## src/eamb_pkg.sv

```systemverilog
// Shared types, constants and helpers for the Euler affine matrix builder.
package eamb_pkg;

  localparam int ANGLE_BITS     = 16;
  localparam int TRIG_FRAC_BITS = 15;
  localparam int QB             = ANGLE_BITS - 2;
  localparam int TW             = TRIG_FRAC_BITS + 2;
  localparam int RW             = TW + 1;
  localparam int QBITS          = 30;
  localparam int CW             = 31;
  localparam int NCF            = 6;

  localparam int ST_FRONT  = 1;
  localparam int ST_TRIG   = ST_FRONT + NCF + 2;
  localparam int ST_PAIR   = ST_TRIG + 1;
  localparam int ST_TRIPLE = ST_PAIR + 1;
  localparam int ST_SUM    = ST_TRIPLE + 1;
  localparam int ST_SCALE  = ST_SUM + 1;
  localparam int ST_OUT    = ST_SCALE + 1;
  localparam int NSTG      = ST_OUT;

  localparam int MAG_W      = 16;
  localparam int REM_W      = MAG_W + 1;
  localparam int DIV_W      = 25;
  localparam int DIV_STEP   = 3;
  localparam int DIV_NST    = (DIV_W + DIV_STEP - 1) / DIV_STEP;
  localparam int DIV_PW     = DIV_NST * DIV_STEP;
  localparam int RCP_ONE_SH = 24;

  typedef logic [NSTG:1]          stg_en_t;
  typedef logic signed [TW-1:0]   trig_t;
  typedef logic signed [RW-1:0]   rot_t;
  typedef logic signed [31:0]     word_t;

  typedef struct packed {
    logic               opcode;
    logic [15:0]        pitch_angle;
    logic [15:0]        yaw_angle;
    logic [15:0]        roll_angle;
    logic signed [15:0] scale_x;
    logic signed [15:0] scale_y;
    logic signed [15:0] scale_z;
    logic signed [31:0] shift_x;
    logic signed [31:0] shift_y;
    logic signed [31:0] shift_z;
  } eamb_in_t;

  typedef struct packed {
    logic signed [31:0] m00;
    logic signed [31:0] m01;
    logic signed [31:0] m02;
    logic signed [31:0] m10;
    logic signed [31:0] m11;
    logic signed [31:0] m12;
    logic signed [31:0] m20;
    logic signed [31:0] m21;
    logic signed [31:0] m22;
    logic signed [31:0] t_x;
    logic signed [31:0] t_y;
    logic signed [31:0] t_z;
  } eamb_out_t;

  // Q30 Taylor coefficients of the quarter-wave sine, highest order first
  function automatic logic [CW-1:0] horner_coef(input int idx);
    case (idx)
      0:       return 31'd3864;
      1:       return 31'd172272;
      2:       return 31'd5026995;
      3:       return 31'd85569306;
      4:       return 31'd693598668;
      5:       return 31'd1686629713;
      default: return '0;
    endcase
  endfunction

endpackage

```

## src/eamb_recip.sv

```systemverilog
// Pipelined reciprocal of a Q8.8 scale, a few quotient bits per stage, or scale <<< 8 when normal is low.
module eamb_recip
  import eamb_pkg::*;
(
  input  logic                    clk,
  input  stg_en_t                 en,
  input  logic                    normal,
  input  logic signed [MAG_W-1:0] scale,
  output word_t                   k
);

  localparam int SR = ST_FRONT + DIV_NST + 1;
  localparam int SK = SR + 1;
  localparam word_t RCP_SAT = 32'sh7FFFFFFF;

  logic [REM_W-1:0]        rem_r [1:DIV_NST];
  logic [DIV_PW-1:0]       num_r [1:DIV_NST];
  logic [DIV_PW-1:0]       q_r   [1:DIV_NST];
  logic [MAG_W-1:0]        mag_r [1:DIV_NST];
  logic signed [MAG_W-1:0] sc_r  [1:DIV_NST+1];
  logic                    nrm_r [1:DIV_NST+1];
  word_t                   rcp_r;
  word_t                   k_r;

  logic [MAG_W-1:0]        mag0;
  logic [DIV_PW-1:0]       num0;
  logic [REM_W-1:0]        rin   [1:DIV_NST];
  logic [DIV_PW-1:0]       nin   [1:DIV_NST];
  logic [DIV_PW-1:0]       qin   [1:DIV_NST];
  logic [MAG_W-1:0]        mgin  [1:DIV_NST];
  logic [REM_W-1:0]        rout  [1:DIV_NST];
  logic [DIV_PW-1:0]       nout  [1:DIV_NST];
  logic [DIV_PW-1:0]       qout  [1:DIV_NST];
  word_t                   qq;
  word_t                   rcp_nxt;

  always_comb begin
    mag0 = scale[MAG_W-1] ? MAG_W'(-scale) : MAG_W'(scale);
    num0 = (DIV_PW'(1) << RCP_ONE_SH) + DIV_PW'(mag0 >> 1);
  end

  always_comb begin
    logic [REM_W-1:0]  r;
    logic [DIV_PW-1:0] n;
    logic [DIV_PW-1:0] q;
    rin[1]  = '0;
    nin[1]  = num0;
    qin[1]  = '0;
    mgin[1] = mag0;
    for (int j = 2; j <= DIV_NST; j++) begin
      rin[j]  = rem_r[j-1];
      nin[j]  = num_r[j-1];
      qin[j]  = q_r[j-1];
      mgin[j] = mag_r[j-1];
    end
    for (int j = 1; j <= DIV_NST; j++) begin
      r = rin[j];
      n = nin[j];
      q = qin[j];
      for (int b = 0; b < DIV_STEP; b++) begin
        r = {r[REM_W-2:0], n[DIV_PW-1]};
        n = {n[DIV_PW-2:0], 1'b0};
        if (r >= {1'b0, mgin[j]}) begin
          r = r - {1'b0, mgin[j]};
          q = {q[DIV_PW-2:0], 1'b1};
        end else begin
          q = {q[DIV_PW-2:0], 1'b0};
        end
      end
      rout[j] = r;
      nout[j] = n;
      qout[j] = q;
    end
  end

  always_comb begin
    qq = word_t'(q_r[DIV_NST]);
    if (mag_r[DIV_NST] == '0) begin
      rcp_nxt = RCP_SAT;
    end else if (sc_r[DIV_NST][MAG_W-1]) begin
      rcp_nxt = -qq;
    end else begin
      rcp_nxt = qq;
    end
  end

  always_ff @(posedge clk) begin
    if (en[ST_FRONT+1]) begin
      sc_r[1]  <= scale;
      nrm_r[1] <= normal;
    end
    for (int j = 1; j <= DIV_NST; j++) begin
      if (en[ST_FRONT+j]) begin
        rem_r[j] <= rout[j];
        num_r[j] <= nout[j];
        q_r[j]   <= qout[j];
        mag_r[j] <= mgin[j];
      end
    end
    for (int j = 2; j <= DIV_NST + 1; j++) begin
      if (en[ST_FRONT+j]) begin
        sc_r[j]  <= sc_r[j-1];
        nrm_r[j] <= nrm_r[j-1];
      end
    end
    if (en[SR]) begin
      rcp_r <= rcp_nxt;
    end
    if (en[SK]) begin
      k_r <= nrm_r[DIV_NST+1] ? rcp_r : (word_t'(sc_r[DIV_NST+1]) <<< 8);
    end
  end

  assign k = k_r;

endmodule

```

## config.mk

```make
export PLATFORM = sky130hd
export DESIGN_NAME = eamb_recip
export DESIGN_NICKNAME = d
export VERILOG_FILES = /design/src/eamb_pkg.sv /design/src/eamb_recip.sv
export SDC_FILE = /design/constraint.sdc
export NUM_CORES = 2
export LEC_CHECK = 0
export BUFFER_PORTS_ARGS = -buffer_cell sky130_fd_sc_hd__buf_2
export CAP_MARGIN = 40
export CORE_ASPECT_RATIO = 1.4
export CORE_MARGIN = 1
export CORE_UTILIZATION = 60
export CTS_CLUSTER_DIAMETER = 50
export CTS_CLUSTER_SIZE = 12
export DETAILED_ROUTE_END_ITERATION = 8
export PLACE_DENSITY = 0.88
export SETUP_SLACK_MARGIN = 0.1
export SYNTH_ARGS = -nofsm -noshare
export SYNTH_HDL_FRONTEND = slang
export SYNTH_SLANG_ARGS = --single-unit
```

## constraint.sdc

```tcl
create_clock -name clk -period 25.2 [get_ports clk]
set_input_delay 5.04 -clock clk [delete_from_list [all_inputs] [get_ports clk]]
set_output_delay 5.04 -clock clk [all_outputs]
set_load 0.005 [all_outputs]
```

==> flow_summary.json <==
{
  "status": "completed",
  "clk_latency_ns": 0.65,
  "postCtsSetupBuffers": 0,
  "io_pins": 64,
  "max_stage_delay_ns": 0.58,
  "drv_cap": 0,
  "cp_top_family": "compound AO/OA/AOI/OAI gates",
  "hold_viol": 0,
  "die_h_um": 319,
  "synth_cells": 4013,
  "cts_tree": "built",
  "max_freq_mhz": 76.3,
  "synth_edf_count": 632,
  "synthArstFlopShare_pct": 0,
  "num_vias": 33000,
  "drc": 0,
  "finalCritPeriodShare_pct": 52.0,
  "routed_via_density": 6.49,
  "dieArea_um2": 72700,
  "grt_pass1_vias": 33300,
  "final-setup-viol-count": 0,
  "rsz0062_at_grt": "no",
  "dp_hpwl_um": 80800,
  "drt_iter0_drc": 2389,
  "ys_ff_latch": 632,
  "ys_seq_area_share_pct": 44.2,
  "place_congestion": 0.977,
  "grt_overflow": 0,
  "cts_buffers": 72,
  "cts_root_buf": "clkbuf_16",
  "worst-path-buf-inv": 4,
  "initial_utilization_pct": 60.9,
  "fin_crit_ns": 13.10,
  "globalRouteTotalUtil_pct": 30.1,
  "cts_resized": 0,
  "critPathLaunchType": "input port",
  "syn_area_per_cell_um2": 10.7,
  "rows": 115,
  "synth.distinct_cells": 88,
  "ant_nets": 0,
  "htreeDepth": 3,
  "finClkSkew_ns": 0.0519,
  "drv_slew": 0,
  "nFillCells": 5029,
  "crit_type": "in2reg",
  "end_kind": "register",
  "final_nets": 4578,
  "finalSetupTns_ns": 0,
  "clkTransAtPathRegs_ns": 0.07,
  "drt-pass1-iter-count": 8,
  "worstPathArrival_ns": 13.49,
  "drive_gt1_share_pct": 11.0,
  "grt_max_degree": 73,
  "synthToLayoutAreaGrowth_pct": 8.89,
  "hold_class": "reg2reg",
  "core_um2": 70500,
  "synthFlopType": "edfxtp_1",
  "routed_wl_um": 111000,
  "relSlewSlack_pct": 35.4,
  "grt_pass1_wl_um": 172000,
  "yosysWarnings": 0,
  "clock_path_buffers": 3,
  "synth_area_um2": 43000,
  "regArea_um2": 19000,
  "worst_pin_slew_ns": 0.962,
  "hold_buffers": 0,
  "multi_input_area_um2": 22800,
  "wl_per_cell_um": 21.8,
  "antenna_found_initial": 1,
  "critPathSlowestCell": "or4b_1",
  "clock_sinks": 632,
  "numPortBuffers": 60,
  "die_x_um": 228,
  "worstPathMaxFanout": 17,
  "crit_required_ns": 25.59
}
synth_stat cells (all sizes together) (24+ instances only):
| master | n | area share [%] |
|---|---|---|
| o21ai | 214 | 2.5 |
| a31oi | 33 | 0.50 |
| a21o | 99 | 1.7 |
| nand2b | 47 | 0.68 |
| and2 | 32 | 0.47 |
| nor3 | 86 | 1.0 |
| nor2 | 294 | 2.6 |
| ha | 413 | 12 |
| o31ai | 24 | 0.42 |
| o21a | 70 | 1.2 |
| nand2 | 258 | 2.3 |
| nor4 | 26 | 0.41 |
| o21bai | 34 | 0.59 |
| mux2i | 26 | 0.61 |
| clkbuf | 52 | 0.45 |
| and3 | 27 | 0.39 |
| a21oi | 321 | 3.7 |
| xnor2 | 207 | 4.2 |
| inv | 247 | 2.2 |
| a211oi | 41 | 0.73 |
| mux2 | 226 | 5.9 |
| nand3 | 64 | 0.75 |
| or3 | 35 | 0.51 |
| nor2b | 60 | 0.87 |
| nand4 | 53 | 0.77 |
| xor2 | 112 | 2.3 |
| edfxtp | 632 | 44 |
registers in the layout, indices dropped and copies added (netlist names):
signal  flops
sc_r      160
q_r       135
mag_r     131
rem_r     128
k          32
rcp_r      32
nrm_r      10
num_r       4
path summary, 6_finish.rpt:
check,to,slack [ns],start,depth (start not counted)
hold / removal,nrm_r[0][8]$_DFFE_PP_,0.41,nrm_r[0][7]$_DFFE_PP_,0
setup reg to reg,rem_r[0][124]$_DFFE_PP_,15.04,mag_r[0][103]$_DFFE_PP_,32
hold reg to reg,nrm_r[0][8]$_DFFE_PP_,0.41,nrm_r[0][7]$_DFFE_PP_,0
setup / recovery,rem_r[0][31]$_DFFE_PP_,12.10,scale[0],31
final cells by class:
class | count | area share, %
multi-input cells | 3067 | 48.7
well taps | 936 | 2.50
clock buffers | 77 | 3.89
flip-flops and latches | 632 | 40.6
inverters | 247 | 1.98
clock inverters | 25 | 0.933
diodes | 1 | 0.00535
repair buffers | 95 | 1.41
through the flow:
step | utilization (%) | worst slack, ns | cells | cell area [µm²] | hold slack [ns]
after floorplan | - | 13.23 | 4019 | 43000 | 0.400
final | 66.4 | 12.10 | 5080 | 46800 | 0.407
after global placement | 62.9 | 11.87 | 4967 | 44400 | 0.400
after CTS | 66.3 | 12.39 | 5078 | 46800 | 0.395
after detailed placement | 63.1 | 11.74 | 4976 | 44500 | 0.405
after global routing | 66.4 | 11.57 | 5079 | 46800 | 0.399
worst reg2reg max path: cells and delay by family, from the launching register on:
kind                     cells  cell delay, ns
AO/OA/AOI/OAI               14            4.57
adder cells (fa/ha/maj)      3            1.12
buffers and inverters        5            1.09
flip-flops                   1            0.42
multiplexers                 1            0.44
AND/OR/NAND/NOR              9            2.24
placed cells by master (no fill, tap or decap), types with 112 or more instances in the layout:
master | netlist | final
ha_1 | 413 | 413
nor2_1 | 294 | 294
o21ai_0 | 211 | 211
mux2_2 | 218 | 218
xor2_1 | 112 | 112
nand2_1 | 257 | 257
a21oi_1 | 320 | 320
inv_1 | 244 | 244
xnor2_1 | 207 | 207
edfxtp_1 | 632 | 632
metal layers:
metal	up-vias	GRT usage, %	routed length, µm
met3	597	4.57	5820
met2	1502	55.9	57500
met4	2	26.5	10800
li1	15300	-	-
met5	-	0	11
met1	15600	28.4	36800
kinds of logic (layout without fill, tap and decap cells):
logic type	count (synthesis)	after routing	synth area share, %
mux	252	252	6.53
simple gates	1034	1034	11.6
fa+ha+maj	431	431	12.9
compound gates	1024	1024	15.4
other cells	1	8	0.00873
flops	632	632	44.2
buf+inv	320	444	2.86
xor+xnor	319	319	6.50
Power is left out: the tool's default activity adds up to more than one toggle a clock period on the data nets, which glitch-free logic cannot reach.
